File: src/design/cxy_mcb_pkg.sv
package cxy_mcb_pkg;

    localparam int QUEUE_SLOTS = 20;
    localparam int SLOT_W      = 5;
    localparam int DELTA_W     = 30;
    localparam int TICK_W      = 32;
    localparam int MAG_W       = DELTA_W + 1;
    localparam int CNT_W       = $clog2(TICK_W);
    localparam int DIR_W       = 2;
    localparam int EN_W        = 3;
    localparam int CODE_W      = 3;

    localparam int IN_FIELDS_W  = 2 * DELTA_W + TICK_W;
    localparam int IN_DATA_W    = ((IN_FIELDS_W + 7) / 8) * 8;
    localparam int OUT_FIELDS_W = SLOT_W + 4 * TICK_W + DIR_W + EN_W;
    localparam int OUT_DATA_W   = ((OUT_FIELDS_W + 7) / 8) * 8;

    localparam logic [SLOT_W-1:0] SLOT_WRAP_AT  = SLOT_W'(QUEUE_SLOTS - 2);
    localparam logic [CNT_W-1:0]  DIV_LAST      = CNT_W'(TICK_W - 1);

    localparam logic [EN_W-1:0]   ENABLE_MOVE   = 3'h4;
    localparam logic [TICK_W-1:0] STOP_DURATION = 32'd200;
    localparam logic [CODE_W-1:0] CODE_STOP     = 3'h1;
    localparam logic [CODE_W-1:0] CODE_WRAP     = 3'h4;
    localparam logic [DIR_W-1:0]  DIR_A         = 2'h1;
    localparam logic [DIR_W-1:0]  DIR_B         = 2'h2;

    localparam logic OP_MOVE = 1'b0;
    localparam logic OP_STOP = 1'b1;

endpackage

File: src/design/corexy_move_command_builder.sv
// CoreXY move command builder. Each input item (a relative timed move or a
// stop, selected by s_axis_tuser) yields one queue command on the master side,
// carrying its ring slot, the half-step periods of motors A (y+x) and B (y-x),
// the Z period (ticks+1, wrapping), end tick, direction, enable and command
// code. A move takes the item, runs the two period divisions one after the
// other on the single shared radix-2 restoring divider (one quotient bit a
// cycle), and loads the output register once it is free. A stop skips the
// divisions. The input side is ready only while no item is in work;
// a finished command may wait in the output register while the next item is
// taken. Slots run from 0 to QUEUE_SLOTS-2; the command in the last one
// carries the wrap flag and the following command goes to slot 0.
module corexy_move_command_builder (
    input  logic                            i_clk,
    input  logic                            i_rst_n,
    input  logic                            s_axis_tvalid,
    output logic                            s_axis_tready,
    // x_delta[29:0], y_delta[59:30], duration_ticks[91:60], zero pad
    input  logic [cxy_mcb_pkg::IN_DATA_W-1:0]  s_axis_tdata,
    // opcode[0]
    input  logic                            s_axis_tuser,
    output logic                            m_axis_tvalid,
    input  logic                            m_axis_tready,
    // slot_index[4:0], motor_a_period[36:5], motor_b_period[68:37],
    // z_axis_period[100:69], cmd_duration[132:101], direction_bits[134:133],
    // enable_bits[137:135], zero pad
    output logic [cxy_mcb_pkg::OUT_DATA_W-1:0] m_axis_tdata,
    // command_code[2:0]
    output logic [cxy_mcb_pkg::CODE_W-1:0]     m_axis_tuser
);
    import cxy_mcb_pkg::*;

    typedef enum logic [1:0] {
        S_IDLE,
        S_DIV_A,
        S_DIV_B,
        S_DONE
    } t_state;

    t_state              r_state;
    logic [SLOT_W-1:0]   r_next_slot;
    logic [SLOT_W-1:0]   r_slot;
    logic [CODE_W-1:0]   r_code;
    logic                r_stop;
    logic [TICK_W-1:0]   r_ticks;
    logic [MAG_W-1:0]    r_mag_a;
    logic [MAG_W-1:0]    r_mag_b;
    logic [DIR_W-1:0]    r_dir;
    logic [TICK_W-1:0]   r_per_a;
    logic [TICK_W-1:0]   r_per_b;
    logic [TICK_W-1:0]   r_quo;
    logic [TICK_W-1:0]   r_rem;
    logic [TICK_W-1:0]   r_dvs;
    logic [CNT_W-1:0]    r_cnt;
    logic                r_m_valid;
    logic [OUT_DATA_W-1:0] r_m_data;
    logic [CODE_W-1:0]   r_m_user;

    logic signed [DELTA_W-1:0] n_x;
    logic signed [DELTA_W-1:0] n_y;
    logic signed [MAG_W-1:0]   n_a;
    logic signed [MAG_W-1:0]   n_b;
    logic [MAG_W-1:0]          n_mag_a;
    logic [MAG_W-1:0]          n_mag_b;
    logic                      n_wrap;
    logic [TICK_W:0]           n_shift;
    logic                      n_fits;
    logic [TICK_W-1:0]         n_rem;
    logic [TICK_W-1:0]         n_quo;
    logic [TICK_W-1:0]         n_ticks_inc;
    logic                      n_out_free;

    assign n_x     = s_axis_tdata[DELTA_W-1:0];
    assign n_y     = s_axis_tdata[2*DELTA_W-1:DELTA_W];
    assign n_a     = MAG_W'(n_y) + MAG_W'(n_x);
    assign n_b     = MAG_W'(n_y) - MAG_W'(n_x);
    assign n_mag_a = n_a[MAG_W-1] ? MAG_W'(-n_a) : MAG_W'(n_a);
    assign n_mag_b = n_b[MAG_W-1] ? MAG_W'(-n_b) : MAG_W'(n_b);
    assign n_wrap  = (r_next_slot >= SLOT_WRAP_AT);

    assign n_shift     = {r_rem, r_quo[TICK_W-1]};
    assign n_fits      = (n_shift >= {1'b0, r_dvs});
    assign n_rem       = n_fits ? TICK_W'(n_shift - {1'b0, r_dvs}) : n_shift[TICK_W-1:0];
    assign n_quo       = {r_quo[TICK_W-2:0], n_fits};
    assign n_ticks_inc = r_ticks + TICK_W'(1);
    assign n_out_free  = !r_m_valid || m_axis_tready;

    assign s_axis_tready = (r_state == S_IDLE);
    assign m_axis_tvalid = r_m_valid;
    assign m_axis_tdata  = r_m_data;
    assign m_axis_tuser  = r_m_user;

    always_ff @(posedge i_clk) begin
        if (!i_rst_n) begin
            r_state     <= S_IDLE;
            r_next_slot <= '0;
            r_m_valid   <= 1'b0;
            r_cnt       <= '0;
        end else begin
            if (r_m_valid && m_axis_tready) begin
                r_m_valid <= 1'b0;
            end
            unique case (r_state)
                S_IDLE: begin
                    if (s_axis_tvalid) begin
                        r_slot      <= r_next_slot;
                        r_code      <= n_wrap ? CODE_WRAP : '0;
                        r_next_slot <= n_wrap ? '0 : r_next_slot + SLOT_W'(1);
                        r_stop      <= (s_axis_tuser == OP_STOP);
                        r_ticks     <= s_axis_tdata[IN_FIELDS_W-1:2*DELTA_W];
                        r_mag_a     <= n_mag_a;
                        r_mag_b     <= n_mag_b;
                        r_dir       <= (n_a[MAG_W-1] ? '0 : DIR_A) |
                                       (n_b[MAG_W-1] ? DIR_B : '0);
                        r_quo       <= s_axis_tdata[IN_FIELDS_W-1:2*DELTA_W];
                        r_rem       <= '0;
                        r_dvs       <= {n_mag_a, 1'b0};
                        r_cnt       <= '0;
                        r_state     <= (s_axis_tuser == OP_STOP) ? S_DONE : S_DIV_A;
                    end
                end
                S_DIV_A: begin
                    r_rem <= n_rem;
                    r_quo <= n_quo;
                    r_cnt <= r_cnt + CNT_W'(1);
                    if (r_cnt == DIV_LAST) begin
                        r_per_a <= (r_mag_a == '0) ? n_ticks_inc : n_quo;
                        r_quo   <= r_ticks;
                        r_rem   <= '0;
                        r_dvs   <= {r_mag_b, 1'b0};
                        r_cnt   <= '0;
                        r_state <= S_DIV_B;
                    end
                end
                S_DIV_B: begin
                    r_rem <= n_rem;
                    r_quo <= n_quo;
                    r_cnt <= r_cnt + CNT_W'(1);
                    if (r_cnt == DIV_LAST) begin
                        r_per_b <= (r_mag_b == '0) ? n_ticks_inc : n_quo;
                        r_cnt   <= '0;
                        r_state <= S_DONE;
                    end
                end
                S_DONE: begin
                    if (n_out_free) begin
                        r_m_valid <= 1'b1;
                        if (r_stop) begin
                            r_m_data <= OUT_DATA_W'({ {EN_W{1'b0}}, {DIR_W{1'b0}},
                                                      STOP_DURATION, {TICK_W{1'b0}},
                                                      {TICK_W{1'b0}}, {TICK_W{1'b0}},
                                                      r_slot });
                            r_m_user <= r_code | CODE_STOP;
                        end else begin
                            r_m_data <= OUT_DATA_W'({ ENABLE_MOVE, r_dir, r_ticks,
                                                      n_ticks_inc, r_per_b, r_per_a,
                                                      r_slot });
                            r_m_user <= r_code;
                        end
                        r_state <= S_IDLE;
                    end
                end
                default: begin
                    r_state <= S_IDLE;
                end
            endcase
        end
    end

`ifndef ASSERT_OFF
    a_busy_after_accept: assert property (@(posedge i_clk) disable iff (!i_rst_n)
        s_axis_tvalid && s_axis_tready |=> !s_axis_tready)
        else $error("input side ready right after taking an item");

    a_slot_in_ring: assert property (@(posedge i_clk) disable iff (!i_rst_n)
        m_axis_tvalid |-> (m_axis_tdata[SLOT_W-1:0] <= SLOT_WRAP_AT))
        else $error("slot index beyond the ring");

    a_wrap_flag: assert property (@(posedge i_clk) disable iff (!i_rst_n)
        m_axis_tvalid |-> ((m_axis_tuser[2] == 1'b1) ==
                           (m_axis_tdata[SLOT_W-1:0] == SLOT_WRAP_AT)))
        else $error("wrap flag disagrees with slot index");

    a_stop_fields: assert property (@(posedge i_clk) disable iff (!i_rst_n)
        m_axis_tvalid && m_axis_tuser[0] |->
            (m_axis_tdata[SLOT_W+3*TICK_W-1:SLOT_W] == '0) &&
            (m_axis_tdata[OUT_FIELDS_W-1:SLOT_W+4*TICK_W] == '0))
        else $error("stop command carries non-zero periods or enables");
`endif

endmodule
File: config.mk
export PLATFORM = sky130hd
export DESIGN_NAME = corexy_move_command_builder
export DESIGN_NICKNAME = d
export VERILOG_FILES = /design/src/design/cxy_mcb_pkg.sv /design/src/design/corexy_move_command_builder.sv
export SDC_FILE = /design/constraint.sdc
export NUM_CORES = 1
export LEC_CHECK = 0
export BUFFER_PORTS_ARGS = -buffer_cell sky130_fd_sc_hd__buf_2
export CAP_MARGIN = 20
export CORE_MARGIN = 2
export CORE_UTILIZATION = 46
export CTS_CLUSTER_DIAMETER = 120
export CTS_CLUSTER_SIZE = 10
export DETAILED_ROUTE_END_ITERATION = 8
export MAX_ROUTING_LAYER = met4
export PLACE_DENSITY = 0.73
export SYNTH_ARGS = -nofsm -noshare
export SYNTH_HDL_FRONTEND = slang
export SYNTH_SLANG_ARGS = --single-unit
File: constraint.sdc
create_clock -name i_clk -period 9.8 [get_ports i_clk]
set_input_delay 1.47 -clock i_clk [delete_from_list [all_inputs] [get_ports i_clk]]
set_output_delay 1.47 -clock i_clk [all_outputs]
set_load 0.01 [all_outputs]
Word-level counts from Yosys, hierarchy flattened
Index checks and enable logic that the tools add are counted.

word-level totals
  bits in registers = 425
  input port bits = 101
  output and inout bits = 149
  word-level logic and storage cells = 90

operators by class
  $add $sub $neg = 8
  magnitude comparators = 2
  equal/unequal tests = 8
  multiplexer cells = 31
  bitwise logic cells = 1
  reduce and logical (&&, ||, !) cells = 19

operator list
  cell                                            count
  two-way mux 32 bit                              9
  one-hot mux 32 bit (3 select lines)             2
  two-way mux 138 bit                             1
  one-hot mux 32 bit (2 select lines)             1
  logical NOT 31 bit                              2
  negation 31 bit                                 2
  >= comparator 33 x 32 -> 1 bit                  1
  adder 32 x 1 -> 32 bit (second input constant)  1
  subtractor 32 bit                               1
  adder 30 x 30 -> 31 bit                         1
  two-way mux 31 bit                              1
  subtractor 30 x 30 -> 31 bit                    1
  two-way mux 30 bit                              1
  two-way mux 5 bit                               3
  AND reduction 3 bit                             5
  two-way mux 2 bit                               6
  adder 5 x 1 -> 5 bit (second input constant)    2
  one-hot mux 5 bit (2 select lines)              1
  != test 2 bit (second input constant)           4
  one-hot mux 2 bit (4 select lines)              1
  AND reduction 4 bit                             2
  == test 5 bit (second input constant)           1
  >= comparator 5 bit (second input constant)     1
  == test 2 bit (second input constant)           2
  other kinds (12)                                17

Longest topological paths before layout
  depth in word-level cells = 5
  mapped depth = 17
  mapped depth without buffers = 16

Least setup slack after synthesis
OpenSTA, ideal clock, no wires.

  path type = input -> register
  start = input port i_rst_n
  end = register r_m_data[0], in the netlist m_axis_tdata[0], enable pin
  library setup time = 0.639 ns
  arrival time = 7.284 ns
  data required time = 9.161 ns
  setup slack = 1.878 ns
  stages = 2
  path buffers = 0
  path through = nand2_1 nor2_1

on the way
  cells in the longest elaborated chain, start to end = 1

ends and longest elaborated chain
  item                           RTL line                            text
  start: declaration             corexy_move_command_builder.sv:14   input logic i_rst_n,
  AND reduction 3 bit (no line)  n/a
  end signal: assignment         corexy_move_command_builder.sv:148  r_m_data <= OUT_DATA_W'({ {EN_W{1'b0}}, {DIR_W{1'b0}},
  end signal: assignment         corexy_move_command_builder.sv:154  r_m_data <= OUT_DATA_W'({ ENABLE_MOVE, r_dir, r_ticks,
  end: declaration               corexy_move_command_builder.sv:55   logic [OUT_DATA_W-1:0] r_m_data;

Every way passes these cells.
A chain may end at the register's enable or synchronous reset.

Worst setup path in the final report
  start = input port s_axis_tdata[7] (netlist bit)
  end = register r_mag_b[6] (data pin)

on the way
  cells in the longest elaborated chain, start to end = 2

ends and longest elaborated chain
  item                          RTL line                            text
  start: declaration            corexy_move_command_builder.sv:18   input logic [cxy_mcb_pkg::IN_DATA_W-1:0] s_axis_tdata,
  subtractor 30 x 30 -> 31 bit  corexy_move_command_builder.sv:75   assign n_b = MAG_W'(n_y) - MAG_W'(n_x);
  two-way mux 30 bit            corexy_move_command_builder.sv:77   assign n_mag_b = n_b[MAG_W-1] ? MAG_W'(-n_b) : MAG_W'(n_b);
  named net n_mag_b[6]          corexy_move_command_builder.sv:63   logic [MAG_W-1:0] n_mag_b;
  end signal: assignment        corexy_move_command_builder.sv:111  r_mag_b <= n_mag_b;
  end: declaration              corexy_move_command_builder.sv:46   logic [MAG_W-1:0] r_mag_b;

The timed path passes the listed nets, and every way through them passes these cells.

==> results by group <==
Status
  – Status: finished, final reports clean

STA
  – Slew @ Worst Pin: 1068 ps
  – Share of the clock period used by the worst path after layout: 57.07%
  – Max transition margin: 28.79%
  – RSZ-0062 raised after global routing: false
  – Max Clock Skew: 23.79 ps
  – Final min period: 5593 ps
  – Final Setup Violations: 0
  – PnR worst setup slack: 4207 ps
  – Final hold vios: 0
  – Final Max Slew Viols: 0
  – Fin Setup TNS: 0 ps
  – Fmax: 178.8 MHz

Yosys
  – Synth warnings: 0
  – Primary FF master, synth: edfxtp_1
  – Sequential area share after synthesis: 53.79%
  – FFs w/ async S/R, synth: 0%
  – Synth unique cells: 92
  – Synthesized cell area: 22760 sq um
  – Seq cells post-synth: 412
  – EDFF count, synth: 399
  – Post-Syn Instances: 2020
  – Syn avg cell area: 11.27 sq um

Power and ir drop
  – Static leakage: 9.754 nW
  – Int Power: 4.065 mW
  – Gate power share: 33.1%
  – Sw Share: 32.70%
  – Total power: 6.040 mW
  – Flop pwr share: 41.5%
  – Clock power share: 25.4%
  – Psw: 1.975 mW
  – Peak VDD IR: 0.1381 mV
  – Power density cells: 233.5 nW/um^2

Setup path
  – Arrival @ worst endpoint: 5870 ps
  – R2R depth: 15
  – Setup CP Type: in2reg
  – Critical path fanouts, max: 18
  – CP required: 10080 ps
  – Setup crit end kind: flip-flop
  – Worst setup SP type: input port

Clocking
  – # hold bufs at CTS: 0
  – Clock Tree Buf Depth: 3
  – Register clock-pin slew on the reported worst setup and hold paths: 50 ps
  – CTS tree: yes
  – CTS resizes: 0
  – Clk sinks: 412
  – Setup Buffers After CTS: 0
  – Num CTS Buffers: 47
  – Skew-Pair Late Insertion Delay: 560 ps
  – Root buf cell: clkbuf_16
  – H-tree lvl count: 2

Floorplan
  – Die H: 226.4 um
  – # IOs: 250
  – Chip Width: 226.4 um
  – Core Area: 48850 sq um
  – Die ar.: 51270 sq um
  – Starting density of the core: 46.59%
  – Row cnt: 81

GRT
  – Grt ovf: 0
  – Vias in the first global route: 15600
  – Pin count of the biggest net entering global routing: 96
  – Initial antenna violation count: 4
  – Overall Global Routing Usage: 20.29%
  – First-pass GRT wire length: 81340 um

Placement
  – Dpl ws: 3673 ps
  – Placement Cell Area: 24550 sq um
  – GPL Wtd Cong: 0.8768
  – Placed cells: 2847
  – Port bufs: 236
  – Detail Placement HPWL: 37110 um

Routing
  – Wirelength per Cell: 17.59 um
  – Drt first-iter violations: 879
  – Post-DRT Antenna Nets: 0
  – Wirelength, routed: 51260 um
  – Drt pass-1 iters: 5
  – Residual DRC: 0
  – Vias/cell: 5.492
  – Routed via count: 16010

Min path
  – Hold path depth: 0
  – Hold Crit Class: reg2reg

Flow run
  – Max Cap Violations: 0

Layout
  – Non-filler instance count after layout: 2915
  – Final-stage net count: 2438
  – Final Cell Area: 25860 sq um
  – Layout cell share with drive strength beyond 1: 17.42%
  – Area growth from synthesis to layout: 13.64%
-- cell usage after synthesis, types with 16 or more instances --
| cell | count | area (sq um) |
|---|---|---|
| edfxtp_1 | 399 | 11980 |
| nor2_1 | 234 | 878.3 |
| nor2b_1 | 144 | 900.9 |
| a21oi_1 | 143 | 715.7 |
| inv_1 | 110 | 412.9 |
| xnor2_1 | 106 | 928.4 |
| ha_1 | 102 | 1276 |
| nand2_1 | 79 | 296.5 |
| clkbuf_1 | 69 | 259.0 |
| xor2_1 | 54 | 473.0 |
| o21ai_0 | 49 | 245.2 |
| mux2_2 | 33 | 371.6 |
| nand3_1 | 33 | 165.2 |
| a221o_1 | 32 | 320.3 |
| nor3_1 | 30 | 150.1 |
| mux2i_1 | 28 | 280.3 |
| nand4_1 | 28 | 175.2 |
| a21o_1 | 25 | 187.7 |
| nor4_1 | 23 | 143.9 |
| o31ai_1 | 22 | 165.2 |
| a31oi_1 | 16 | 100.1 |
| and3_1 | 16 | 100.1 |
-- layer usage --
layer / vias to the layer above / global-route usage (%) / routed length, um
met4: 0 / 5.390 / 983
met1: 7641 / 25.74 / 21860
met3: 73 / 2.384 / 2883
li1: 7767 / - / -
met5: - / - / 0
met2: 529 / 34.54 / 25530
-- worst max-delay path, cell delays in order --
cell	delay (ps)
buf_2	90
inv_1	40
ha_1	580
and3_1	290
nor4b_2	350
o21ai_0	290
a2111oi_2	630
o31ai_1	180
a21boi_0	180
o21ai_0	130
a21oi_1	220
o31a_1	590
inv_1	450
o21ai_0	240
xnor2_1	120
-- per-stage QoR --
| step | hold WS [ps] | util (%) |
|---|---|---|
| CTS | 422.5 | 52.91 |
| detailed placement | 409.9 | 50.25 |
| floorplan | 400.3 | - |
| global route | 436.9 | 52.93 |
| finish | 420.2 | 52.94 |
| global placement | 404.9 | 50.21 |
-- cells by family after synthesis --
group / count (synthesis) / synth area share [%]
XOR/XNOR: 160 / 6.158
adder cells (fa/ha/maj): 105 / 5.872
other: 1 / 0.01648
buffers and inverters: 211 / 3.832
AO/OA/AOI/OAI: 407 / 12.39
multiplexers: 61 / 2.864
flip-flops: 412 / 53.79
AND/OR/NAND/NOR: 663 / 15.08
-- final timing paths --
check / from / end / slack [ps]
worst min register to register: r_slot[1] / m_axis_tdata[1] / 420
worst min-delay path: r_slot[1] / m_axis_tdata[1] / 420
worst max register to register: r_rem[0] / r_rem[12] / 5750
worst max-delay path: s_axis_tdata[7] / r_mag_b[6] / 4210
-- power groups by stage --
stage | clock network (mW) | registers, mW | logic, mW
2_1_floorplan | 0 | 2.52 | 1.52
3_3_place_gp | 0 | 2.53 | 1.92
3_5_place_dp | 0 | 2.54 | 1.98
4_1_cts | 1.57 | 2.51 | 2.00
5_1_grt | 1.63 | 2.53 | 2.23
6_report | 1.53 | 2.51 | 2.00
-- final cells by class --
cell class	count	area, sq um
Antenna cell	6	15.01
Clock buffer	59	1242
Clock inverter	3	58.81
Fill cell	4232	22990
Inverter	111	416.7
Multi-Input combinational cell	1405	9721
Sequential cell	412	12240
Tap cell	664	830.8
Timing Repair Buffer	255	1336
-- cell usage in the layout, fill, tap and decap left out, types with 18 or more instances in the layout --
cell	count
xnor2_1	106
nor2b_1	144
a21o_1	25
xor2_1	54
mux2i_1	28
buf_4	18
a21oi_1	143
o31ai_1	22
nand3_1	33
nor2_1	229
ha_1	102
buf_2	236
inv_1	110
nor3_1	29
mux2_2	33
a221o_1	32
clkbuf_16	48
edfxtp_1	399
o21ai_0	49
nor4_1	23
nand2_1	79
nand4_1	28
-- registers in the layout, summed over array words and instances, names as in the netlist, 2 cells and up --
signal / flops
m_axis_tdata: 136
m_axis_tuser: 2
r_cnt: 5
r_dir: 2
r_dvs: 31
r_mag_a: 31
r_mag_b: 30
r_next_slot: 5
r_per_a: 32
r_per_b: 32
r_quo: 32
r_rem: 32
r_slot: 5
r_state: 2
r_ticks: 32
Power figures use the tool's default switching activity.
